File: src/drhs_pkg.sv
// ----------------------------------------------------------------------------
// drhs_pkg: shared types and constants of the double rolling hash block
// Holds the two prime moduli and their bases, command codes, sequencer states
// and the request format of the shared modular multiplier.
// ----------------------------------------------------------------------------
package drhs_pkg;

  localparam int VAL_W = 31;
  localparam int IDX_W = 11;
  localparam int BYTE_W = 8;

  localparam logic [VAL_W-1:0] MOD_A  = 31'd2147483647;
  localparam logic [VAL_W-1:0] MOD_B  = 31'd2147483629;
  localparam logic [VAL_W-1:0] BASE_A = 31'd2147483634;
  localparam logic [VAL_W-1:0] BASE_B = 31'd2147483627;

  // 2^31 mod the prime, used to fold the high part of a product back in
  localparam logic [4:0] FOLD_A = 5'd1;
  localparam logic [4:0] FOLD_B = 5'd19;

  localparam logic SEL_A = 1'b0;
  localparam logic SEL_B = 1'b1;

  localparam logic [1:0] CMD_CLEAR  = 2'd0;
  localparam logic [1:0] CMD_APPEND = 2'd1;
  localparam logic [1:0] CMD_QUERY  = 2'd2;

  typedef enum logic [2:0] {
    S_IDLE,
    S_RD0,
    S_RD1,
    S_RD2,
    S_MUL,
    S_MWAIT,
    S_WR,
    S_OUT
  } state_t;

  typedef struct packed {
    logic [VAL_W-1:0]  x;
    logic [VAL_W-1:0]  y;
    logic              sel;
    logic [BYTE_W-1:0] addend;
  } mm_req_t;

endpackage

File: src/drhs_mulmod.sv
// ----------------------------------------------------------------------------
// drhs_mulmod: shared modular multiplier
// Computes (x * y + addend) mod the selected prime in three stages: product,
// first fold of the high half, second fold with addend and final correction.
// ----------------------------------------------------------------------------
module drhs_mulmod (
  input  logic                clk,
  input  logic                rst_n,
  input  logic                start,
  input  drhs_pkg::mm_req_t   req,
  output logic                done,
  output logic [30:0]         result
);
  import drhs_pkg::*;

  logic [61:0]       prod_r, prod_nxt;
  logic [36:0]       fold_r, fold_nxt;
  logic [VAL_W-1:0]  res_r, res_nxt;
  logic              sel1_r, sel2_r;
  logic [BYTE_W-1:0] add1_r, add2_r;
  logic [2:0]        vld_r, vld_nxt;

  logic [4:0]        c1, c2;
  logic [VAL_W-1:0]  m2;
  logic [31:0]       sum2;

  always_comb begin
    prod_nxt = 62'(req.x) * 62'(req.y);

    c1       = (sel1_r == SEL_B) ? FOLD_B : FOLD_A;
    fold_nxt = 37'(prod_r[30:0]) + 37'(prod_r[61:31]) * 37'(c1);

    // value stays below twice the prime: one subtract is enough
    c2      = (sel2_r == SEL_B) ? FOLD_B : FOLD_A;
    m2      = (sel2_r == SEL_B) ? MOD_B : MOD_A;
    sum2    = 32'(fold_r[30:0]) + 32'(fold_r[36:31]) * 32'(c2) + 32'(add2_r);
    res_nxt = (sum2 >= {1'b0, m2}) ? 31'(sum2 - {1'b0, m2}) : sum2[30:0];

    vld_nxt = {vld_r[1:0], start};
  end

  always_ff @(posedge clk) begin
    if (!rst_n) begin
      vld_r <= '0;
    end else begin
      vld_r <= vld_nxt;
    end
  end

  always_ff @(posedge clk) begin
    prod_r <= prod_nxt;
    sel1_r <= req.sel;
    add1_r <= req.addend;
    fold_r <= fold_nxt;
    sel2_r <= sel1_r;
    add2_r <= add1_r;
    res_r  <= res_nxt;
  end

  assign done   = vld_r[2];
  assign result = res_r;

endmodule

File: config.mk
export PLATFORM = sky130hd
export DESIGN_NAME = drhs_mulmod
export DESIGN_NICKNAME = d
export VERILOG_FILES = /design/src/drhs_pkg.sv /design/src/drhs_mulmod.sv
export SDC_FILE = /design/constraint.sdc
export NUM_CORES = 2
export LEC_CHECK = 0
export BUFFER_PORTS_ARGS = -buffer_cell sky130_fd_sc_hd__buf_2
export CORE_ASPECT_RATIO = 0.8
export CORE_MARGIN = 3
export CORE_UTILIZATION = 30
export CTS_CLUSTER_DIAMETER = 100
export CTS_CLUSTER_SIZE = 25
export DETAILED_ROUTE_END_ITERATION = 6
export GPL_TIMING_DRIVEN = 0
export REMOVE_ABC_BUFFERS = 1
export SLEW_MARGIN = 20
export SYNTH_ARGS = -nofsm -noshare
export SYNTH_HDL_FRONTEND = slang
export SYNTH_SLANG_ARGS = --single-unit
File: constraint.sdc
create_clock -name clk -period 14.4 [get_ports clk]
set_clock_uncertainty 0.1 [all_clocks]
set_input_delay 2.88 -clock clk [delete_from_list [all_inputs] [get_ports clk]]
set_output_delay 2.88 -clock clk [all_outputs]
set_load 0.02 [all_outputs]
==> key figures <==
GRT
  – Met3 Resource Use GR: 2.222%
  – GRT overflow: 0
  – Initial antenna violation count: 10
  – Gr busiest metal: met1
  – First-pass GRT wire length: 162100 um
  – Largest net degree at the start of global routing: 33
  – Overall routing resource usage: 14.64%
  – GR met2 Demand/Resource: 22.23%
  – M1 GR Usage: 22.35%
  – Vias in the first global route: 29560

Drt
  – Residual DRC: 0
  – Routed length per placed instance: 16.70 um
  – Final WL: 97800 um
  – Via Count: 27430
  – TritonRoute pass-1 iters: 5
  – Drt initial violations: 1519
  – DRT antenna net count: 0
  – Vias per inst: 4.685

Worst setup path
  – Crit-path most repeated cell: fa_1
  – Critical Path Fanout Max: 31
  – Crit-path leading delay family: adder cells
  – Critical-path top delay cell: buf_2
  – Origin of the critical flop-to-flop path: sel1_r
  – Setup crit start kind: primary input
  – Critical setup path kind: in2reg
  – FF-to-FF setup slack: 8790 ps
  – Reg2Reg Depth: 14
  – WP data required: 14610 ps
  – CP max stage delay: 620 ps
  – Crit. End Element: flip-flop
  – Worst path buffer plus inverter count: 5
  – R2r endpoint: fold_r[31]
  – Worst Path Arrival: 10820 ps
  – Critical path, cell by cell: buf_2, and2_1, fa_1, fa_1, fa_1, inv_1, fa_1, inv_1, fa_1, fa_1, fa_1, inv_1, fa_1, inv_1, ha_1, nand2_1, o21ai_2, a21oi_1, or3b_2, a31oi_4, a31oi_4, o31ai_4, a31oi_1, o311ai_1

Synth
  – Syn Area/Cell: 9.473 um2
  – EDFF count, synth: 0
  – Synth Register Bits: 150
  – Ys flop type: dfxtp_1
  – Share of the synthesized area in the top cell type: 45.82%
  – Synth async-reset ratio: 0%
  – Synth Instances: 4192
  – Register area share after synthesis: 7.562%
  – Main area contributors after synthesis: fa_1 46%, ha_1 11%, and2_1 8.7%, inv_1 7.9%, dfxtp_1 7.6%
  – Synth Cell Area: 39710 um2
  – Synth cell types: 96
  – Ys Warns: 0
  – Area leader, netlist: fa_1

Floorplan
  – Die width: 412.8 um
  – Ports: 106
  – Area of the core: 130400 um2
  – Starting Density: 30.46%
  – Die area: 136800 um2
  – Row Count: 118
  – Die Span Y: 331.4 um

Clock network
  – Cts bufs inserted: 17
  – CTS root buf: clkbuf_16
  – Clock Sinks: 150
  – Clock slew at reported path FFs: 60 ps
  – # hold bufs at CTS: 0
  – CTS tree: done
  – Postcts setup bufs: 0
  – # H-tree levels: 4
  – Max Buffers Root-to-Sink: 2
  – Clk_lat worst skew: 430 ps
  – Post-cts gate resize count: 0

STA
  – Peak Freq: 94.23 MHz
  – Worst slew pin tran: 951.2 ps
  – Final setup vio count: 0
  – Hold Fails Final Rpt: 0
  – Fin. max-slew vios: 0
  – Setup TNS: 0 ps
  – Period minus WS final: 10610 ps
  – Post-route clock period utilization: 73.70%
  – Unrepaired setup endpoints after global routing: no
  – Max_slew headroom: 36.50%

Cells and area
  – Layout cell share with drive strength beyond 1: 4.595%
  – Area growth syn-to-layout: 5.999%
  – Fin nets: 5437

Place
  – Port bufs: 105
  – GPL Wtd Cong: 0.8327
  – Final HPWL DP: 79380 um

Run
  – Maxcap violations: 0

Outcome
  – Status: finished clean

Min path
  – Hold EP: add2_r[6]
  – WHS Path Cells: 0
  – Hold Startpoint: add1_r[6]
  – Hold Crit Class: reg2reg
## worst max path at each step
stage                       start         end  slack (ps)  depth (start not counted)
final                     req[55]  prod_r[53]        3790                         24
after global routing      req[55]  prod_r[53]        3500                         24
after CTS                 req[55]  prod_r[53]        3880                         24
after detailed placement  req[55]  prod_r[53]        3460                         24
after global placement    req[50]  prod_r[53]        3390                         24
after floorplan           req[13]  prod_r[56]        4690                         25
## cell families after synthesis
group	share of synthesized area, %
AND/OR/NAND/NOR	16.71
adder cells (fa/ha/maj)	56.98
buffers and inverters	10.29
AO/OA/AOI/OAI	5.611
flip-flops	7.562
XOR/XNOR	2.776
multiplexers	0.07877
## metal layers
metal | vias up | part of all wire [%]
li1 | 12330 | -
met1 | 14320 | 49
met2 | 699 | 44
met3 | 82 | 5.9
met4 | 4 | 1.1
met5 | - | 0.033
## layout make-up
cell class	instances	area, um2
fill	13490	88270
multi-input combinational	2991	32620
inverter	835	3134
sequential	150	3003
tap	1740	2177
timing repair buffer	105	525.5
clock buffer	18	429.2
clock inverter	14	196.4
antenna	2	5.005
## registers in the layout, summed over array words and instances (netlist names)
| register | flops |
|---|---|
| add1_r | 8 |
| add2_r | 8 |
| fold_r | 36 |
| prod_r | 62 |
| result | 31 |
| sel1_r | 1 |
| sel2_r | 1 |
| vld_r | 3 |
## Yosys cell counts (13+ instances only)
cell and number:
nand2b_1 13, nand4_1 15, nand3_1 39, nand2_1 517, inv_1 835, dfxtp_1 150
o21ai_0 37, nor2_1 69, and2_1 554, ha_1 354, xnor2_1 71, fa_1 909
xor2_1 53, a21oi_1 94, a21o_1 62, clkbuf_1 199
## worst register-to-register path, cell delays in order (launching register included)
cell,delay [ps]
dfxtp_1,940
and2_1,300
fa_1,440
ha_1,300
fa_1,450
ha_1,360
o21a_1,150
o21ai_0,100
or4_1,530
a21oi_1,250
o21ai_1,130
a31oi_1,320
o211ai_1,200
o21ai_1,330
xor2_1,550
## layout by cell type, fill, tap and decap left out, types with 6 or more instances in the layout
cell	instances
a211oi_1	9
a21o_1	62
a21oi_1	94
a31oi_1	9
and2_1	554
and3_1	10
buf_2	105
clkbuf_16	17
dfxtp_1	150
fa_1	909
ha_1	354
inv_1	835
nand2_1	517
nand2b_1	13
nand3_1	39
nand4_1	15
nor2_1	69
nor2b_1	11
nor3_1	11
nor4_1	6
o211ai_1	6
o21a_1	11
o21ai_0	37
o21ai_1	6
o21bai_1	10
or3_1	6
xnor2_1	71
xor2_1	53
## through the flow
stage                     setup WS, ps  instance area [um2]  util (%)  hold WS [ps]  cells
after floorplan                   4695                38760         -         209.6   3976
after global placement            3385                41460     31.81         214.7   5821
after detailed placement          3458                41460     31.81         214.7   5821
after CTS                         3876                42090     32.29         226.2   5853
after global routing              3500                42090     32.29         227.9   5853
final                             3788                42090     32.29         225.6   5855
Power is not shown: default switching activity piles up to over one toggle a cycle in this logic, so the estimate is an artifact.
