**config.mk**
```make
export PLATFORM = sky130hd
export DESIGN_NAME = drhs_ram
export DESIGN_NICKNAME = d
export VERILOG_FILES = /design/src/drhs_ram.sv
export SDC_FILE = /design/constraint.sdc
export NUM_CORES = 1
export LEC_CHECK = 0
export BUFFER_PORTS_ARGS = -buffer_cell sky130_fd_sc_hd__buf_2
export CAP_MARGIN = 30
export CORE_UTILIZATION = 35
export DETAILED_ROUTE_END_ITERATION = 12
export RECOVER_POWER = 25
export SYNTH_ARGS = -nofsm -noshare
export SYNTH_HDL_FRONTEND = slang
export SYNTH_SLANG_ARGS = --single-unit
export TNS_END_PERCENT = 100
```
**constraint.sdc**
```tcl
create_clock -name clk -period 1.97 [get_ports clk]
set_clock_uncertainty 0.2 [all_clocks]
set_input_delay 0 -clock clk [delete_from_list [all_inputs] [get_ports clk]]
set_output_delay 0 -clock clk [all_outputs]
set_load 0.05 [all_outputs]
```
**src/drhs_ram.sv**
```systemverilog
// ----------------------------------------------------------------------------
// drhs_ram: generic simple dual-port RAM
// One write port and one read port, read data registered.
// ----------------------------------------------------------------------------
module drhs_ram #(
  parameter int W = 8,
  parameter int DEPTH = 16,
  localparam int AW = (DEPTH > 1) ? $clog2(DEPTH) : 1
) (
  input  logic          clk,
  input  logic          wr_en,
  input  logic [AW-1:0] wr_addr,
  input  logic [W-1:0]  wr_data,
  input  logic          rd_en,
  input  logic [AW-1:0] rd_addr,
  output logic [W-1:0]  rd_data
);

  logic [W-1:0] mem_r [DEPTH];
  logic [W-1:0] rd_data_r;

  always_ff @(posedge clk) begin
    if (wr_en) begin
      mem_r[wr_addr] <= wr_data;
    end
    if (rd_en) begin
      rd_data_r <= mem_r[rd_addr];
    end
  end

  assign rd_data = rd_data_r;

endmodule

```
==> results of run 1 <==
==> what timing repair did <==
item                                    in CTS  in global routing
endpoints found under the setup margin       0                  8
gates resized for setup                      0                  1
endpoints found under the hold margin      179                  0
hold buffers                                15                  0
==> layer usage <==
| layer | global-route usage, % | up-vias | part of all wire, % |
|---|---|---|---|
| met5 | 0 | - | 0 |
| met4 | 5.953 | 0 | 1.4 |
| met3 | 4.440 | 15 | 6.2 |
| met2 | 21.45 | 109 | 47 |
| met1 | 21.28 | 1329 | 46 |
| li1 | - | 1129 | - |
==> worst reg2reg max path, stage by stage (launching register included) <==
cell and delay (ns):
edfxtp_1 0.36, mux4_1 0.54, a22oi_1 0.26, nand2_1 0.15
==> area by class of cell <==
type / count / area, µm²
clock buffer: 19 / 432.9
clock inverter: 13 / 130.1
fill: 1287 / 8104
multi-input combinational: 83 / 1057
sequential: 136 / 4084
tap: 184 / 230.2
timing repair buffer: 65 / 495.5
==> cell families (layout without fill, tap and decap cells) <==
group           count (synthesis)  after routing  share of synthesized area [%]
mux                            32             32                          14.79
simple gates                   35             35                          3.136
flops                         136            136                          78.12
compound gates                 16             16                          2.298
buf+inv                        10             97                          1.651
==> power breakdown <==
group          internal [mW]  leakage, nW  switching [mW]
Combinational          0.151        0.666           0.227
Sequential              3.26         1.24          0.0163
Clock                   1.85        0.264            1.15
Total                   5.26         2.17            1.40
==> placed cells by master (no fill, tap or decap), types with 2 or more instances in the layout <==
master and instances:
nand2b_1 2, nor3_1 4, clkinv_2 3, dlygate4sd3_1 15, buf_4 20, clkinv_1 2, nor2_1 13, clkinvlp_4 4
a22oi_1 16, nand3b_1 2, mux4_2 18, bufinv_16 2, mux4_1 14, edfxtp_1 136, clkbuf_16 17, clkbuf_1 7
nand2_1 9, buf_12 3, buf_2 21
==> flip-flops by register name, indices dropped and copies added, names as in the netlist <==
register  count
mem_r       128
rd_data       8
==> final timing paths <==
kind | startpoint | endpoint | slack (ns)
worst min-delay path | rd_addr[3] | rd_data[7] | 0.06
worst max-delay path | wr_addr[3] | mem_r[4][1] | 0.11
worst max register to register | mem_r[1][0] | rd_data[0] | 0.19
worst min register to register | mem_r[12][4] | rd_data[4] | 0.56
==> per-stage QoR <==
step / total power, mW / worst slack [ns]
floorplan: 3.548 / 0.2771
global placement: 3.692 / 0.1306
detailed placement: 3.701 / 0.08375
CTS: 6.712 / 0.1028
global route: 6.869 / 0.01328
finish: 6.657 / 0.1068
==> results.sh, run 1 <==
export IMPL_setup_violations_final=0
export IMPL_post_route_drc_count=0
export IMPL_yosysMostFrequentCell="edfxtp_1"
export IMPL_critPathMaxFanout=8
export IMPL_synth_area_leaders="edfxtp_1, mux4_2, mux4_1"
export IMPL_end_kind="register"
export IMPL_worst_slew_pin_slew_ns=0.6459
export IMPL_clock_latency_ns=0.42
export IMPL_drtAntennaViolNets=0
export IMPL_slew_headroom_pct=56.94
export IMPL_clkSinkCount=136
export IMPL_path_class="input port to register"
export IMPL_synth_lib_cells_used_distinct=18
export IMPL_path_delay_family="buffers and inverters"
export IMPL_post_cts_buffers=0
export IMPL_fin_hold_ws_ns=0.06468
export IMPL_area_growth_pct=23.00
export IMPL_dpl_hpwl_um=6713
export IMPL_core_um2=14530
export IMPL_fin_util_pct=44.24
export IMPL_routedWlPerCell_um=21.49
export IMPL_synth_commonest_cells="edfxtp_1, mux4_2, a22oi_1, mux4_1, nor2_1"
export IMPL_numCtsBuffers=17
export IMPL_synth_top_cell_by_area="edfxtp_1"
export IMPL_synthCells=229
export IMPL_hold_viol_final=0
export IMPL_slew_violations=0
export IMPL_cp_start_kind="input port"
export IMPL_async_flop_share_pct=0
export IMPL_cp_depth=6
export IMPL_reg2reg_depth=3
export IMPL_crit_chain="dlygate4sd3_1 -> buf_2 -> nand3b_1 -> nor3_1 -> dlygate4sd3_1 -> buf_6"
export IMPL_rsz0062_at_grt="false"
export IMPL_placed_cell_area_um2=5719
export IMPL_placedCellCount=453
export IMPL_viasPerCell=5.164
export IMPL_place_gp_congestion=0.7077
export IMPL_cts_tree="done"
export IMPL_hold_path_cell_count=4
export IMPL_die_area_um2=15430
export IMPL_status="finished clean"
export IMPL_overflow=0
export IMPL_fin_area_um2=6430
export IMPL_path_buf_inv=4
export IMPL_powerDensity_nw_per_um2=1035
export IMPL_cp_slowest_stage_delay_ns=0.58
export IMPL_cts_reportedPaths_clkPinSlew_ns=0.06
export IMPL_yosys_most_used_dff="edfxtp_1"
export IMPL_rows=44
export IMPL_vdd_ir_drop_max_uv=640.7
export IMPL_detailedRoute_firstIterationViolations=233
export IMPL_period_share_pct=94.58
export IMPL_wl_um=10750
export IMPL_ctsHtreeMaxLevel=4
export IMPL_clock_fmax_ghz=0.5367
export IMPL_synth_edff_count=136
export IMPL_slowest_stage="dlygate4sd3_1"
export IMPL_synth_seq_cells=136
export IMPL_crit_required_ns=1.89
export IMPL_grt_max_degree=33
export IMPL_holdCritPathClass="input port to register"
export IMPL_syn_area_per_cell_um2=22.83
export IMPL_worstPathArrival_ns=1.78
export IMPL_fin_cells=500
export IMPL_leakage_nw=2.167
export IMPL_synth_top_area_share_pct=78.12
export IMPL_grt_pass1_vias=2666
export IMPL_track_usage_pct=14.95
export IMPL_ys_warn_count=0
export IMPL_maxCapViolCount=0
export IMPL_fp_dieH_um=124.2
export IMPL_cpMostUsedCell="dlygate4sd3_1"
export IMPL_synth_area_um2=5228
export IMPL_num_nets_final=322
export IMPL_synth_nets=248
export IMPL_io_buffers=26
export IMPL_min_period_ns=1.863
export IMPL_first_pass_iters=4
export IMPL_start_util_pct=35.97
export IMPL_via_count=2582
export IMPL_grt_first_pass_wirelength_um=16370
export IMPL_cts_root_buf="clkbuf_16"
export IMPL_antenna_found_initial=0
export IMPL_tns_ns=0
export IMPL_cts_buffer_depth=2
export IMPL_ys_seq_area_share_pct=78.12
export IMPL_num_antenna_cells=0
export IMPL_ios=27
export IMPL_die_x_um=124.2
export IMPL_layout_drive_gt1_share_pct=29.11
Power figures use the tool's default switching activity.
==> inputs of run 2 (changes only) <==
--- a/config.mk
+++ b/config.mk
@@ -5,10 +5,14 @@
 export SDC_FILE = /design/constraint.sdc
 export NUM_CORES = 1
 export LEC_CHECK = 0
+export ABC_CLOCK_PERIOD_IN_PS = 1970
 export BUFFER_PORTS_ARGS = -buffer_cell sky130_fd_sc_hd__buf_2
 export CAP_MARGIN = 30
+export CELL_PAD_IN_SITES_DETAIL_PLACEMENT = 1
+export CELL_PAD_IN_SITES_GLOBAL_PLACEMENT = 1
 export CORE_UTILIZATION = 35
 export DETAILED_ROUTE_END_ITERATION = 12
+export PLACE_DENSITY_LB_ADDON = 0.1
 export RECOVER_POWER = 25
 export SYNTH_ARGS = -nofsm -noshare
 export SYNTH_HDL_FRONTEND = slang
==> run 2 against run 1 <==
Register-to-register slack gained 0.09 ns. Wire length grew 3.5%. Sequential power is essentially flat. Non-clock buffer count shrank 4. First-iteration DRC count shrank 50%. Sequential cell count is the same. Clock-buffer cell count grew 4. Critical path depth shrank 1. Largest cell class unchanged.
==> results.sh, run 2 (synthesis gave the netlist of run 1 again) <==
export IMPL_status="finished clean"
export IMPL_cts_buffer_depth=2
export IMPL_grt_max_degree=17
export IMPL_cts_hold_buffers_added=12
export IMPL_post_cts_buffers=0
export IMPL_start_util_pct=35.97
export IMPL_worstPathArrival_ns=1.64
export IMPL_tns_ns=0
export IMPL_crit_chain="dlygate4sd3_1 -> buf_2 -> nor3_1 -> dlygate4sd3_1 -> buf_4"
export IMPL_end_kind="register"
export IMPL_clock_fmax_ghz=0.5799
export IMPL_grt_pass1_vias=2733
export IMPL_final_common_cell="edfxtp_1"
export IMPL_cts_root_buf="clkbuf_16"
export IMPL_via_count=2466
export IMPL_fp_dieH_um=124.2
export IMPL_clock_latency_ns=0.41
export IMPL_final_cell_mix="edfxtp_1, buf_2, buf_4"
export IMPL_top_register="mem_r"
export IMPL_cp_slowest_stage_delay_ns=0.57
export IMPL_clkSinkCount=136
export IMPL_slew_violations=0
export IMPL_period_share_pct=87.54
export IMPL_powerDensity_nw_per_um2=994.7
export IMPL_track_usage_pct=16.00
export IMPL_cts_reportedPaths_clkPinSlew_ns=0.05
export IMPL_setup_violations_final=0
export IMPL_first_pass_iters=6
export IMPL_layout_drive_gt1_share_pct=26.05
export IMPL_num_antenna_cells=0
export IMPL_holdCritPathClass="input port to register"
export IMPL_routedWlPerCell_um=22.46
export IMPL_antenna_found_initial=0
export IMPL_drtAntennaViolNets=0
export IMPL_crit_required_ns=1.89
export IMPL_dpl_hpwl_um=7412
export IMPL_viasPerCell=4.982
export IMPL_grt_first_pass_wirelength_um=17240
export IMPL_wl_um=11120
export IMPL_worst_slew_pin_slew_ns=0.7241
export IMPL_min_period_ns=1.724
export IMPL_fillCellCount=1417
export IMPL_rows=44
export IMPL_place_gp_congestion=0.6794
export IMPL_slew_headroom_pct=51.73
export IMPL_maxCapViolCount=0
export IMPL_die_x_um=124.2
export IMPL_slowest_stage="dlygate4sd3_1"
export IMPL_num_nets_final=318
export IMPL_detailedRoute_firstIterationViolations=117
export IMPL_path_class="input port to register"
export IMPL_numCtsBuffers=17
export IMPL_fin_util_pct=43.38
export IMPL_hold_viol_final=0
export IMPL_ctsHtreeMaxLevel=4
export IMPL_overflow=0
export IMPL_cp_start_kind="input port"
export IMPL_post_route_drc_count=0
export IMPL_largest_register_ffs=128
export IMPL_die_area_um2=15430
export IMPL_area_growth_pct=20.61
export IMPL_cpMostUsedCell="dlygate4sd3_1"
export IMPL_rsz0062_at_grt="false"
export IMPL_ios=27
export IMPL_io_buffers=26
export IMPL_leakage_nw=2.114
export IMPL_critPathMaxFanout=8
export IMPL_cts_tree="done"
export IMPL_cts_resized=0
export IMPL_core_um2=14530
export IMPL_vdd_ir_drop_max_uv=621.7
[run 2: cell count changes in the layout (fill, tap and decap cells not counted)]
cell           change
buf_2              -1
buf_6              -1
bufinv_16          -2
clkbuf_1           +5
clkinv_1           +4
clkinv_2           -1
clkinv_4           -1
clkinvlp_4         -4
dlygate4sd3_1      -3
inv_6              -1
[run 2: layout make-up]
| class | count | area, µm² | area share (%) |
|---|---|---|---|
| Sequential cell | 136 | 4084 | 64.77 |
| Multi-Input combinational cell | 83 | 1057 | 16.77 |
| Timing Repair Buffer | 61 | 452.9 | 7.184 |
| Clock buffer | 23 | 447.9 | 7.105 |
| Tap cell | 184 | 230.2 | 3.652 |
| Clock inverter | 8 | 32.53 | 0.5160 |
[run 2: final timing paths]
| check | from | endpoint | slack (ns) | depth (start not counted) |
|---|---|---|---|---|
| max reg2reg | mem_r[1][4] | rd_data[4] | 0.28 | 3 |
| min reg2reg | mem_r[8][1] | rd_data[1] | 0.57 | 3 |
| max | wr_addr[1] | mem_r[8][2] | 0.25 | 5 |
| min | rd_addr[3] | rd_data[7] | 0.04 | 5 |
[run 2: report_power, final]
part,switching (mW),internal (mW)
sequential,0.0205,3.26
clock,1.05,1.56
combinational,0.223,0.148
[run 2: layer usage]
layer | up-vias | track usage, % | part of all wire, %
met5 | - | 0 | 0
met4 | 0 | 7.654 | 1.8
met3 | 15 | 3.922 | 3.2
met2 | 45 | 25.15 | 50
met1 | 1286 | 20.82 | 45
li1 | 1120 | - | -
[run 2: stage by stage]
step                power (mW)  hold slack, ns  std cells  cell area [µm²]  worst slack [ns]
finish                   6.272         0.04238        495             6305            0.2456
global route             6.495         0.05207        495             6305            0.1648
CTS                      6.364         0.03102        495             6312            0.2423
detailed placement       3.711          0.2089        452             5712            0.1657
global placement         3.704          0.1959        452             5712            0.1537
floorplan                3.548         -0.1011        229             5228            0.2771
[run 2: critical path: cells and delay by family]
family                 cells  cell delay, ns
AND/OR/NAND/NOR            1            0.19
buffers and inverters      4            1.45
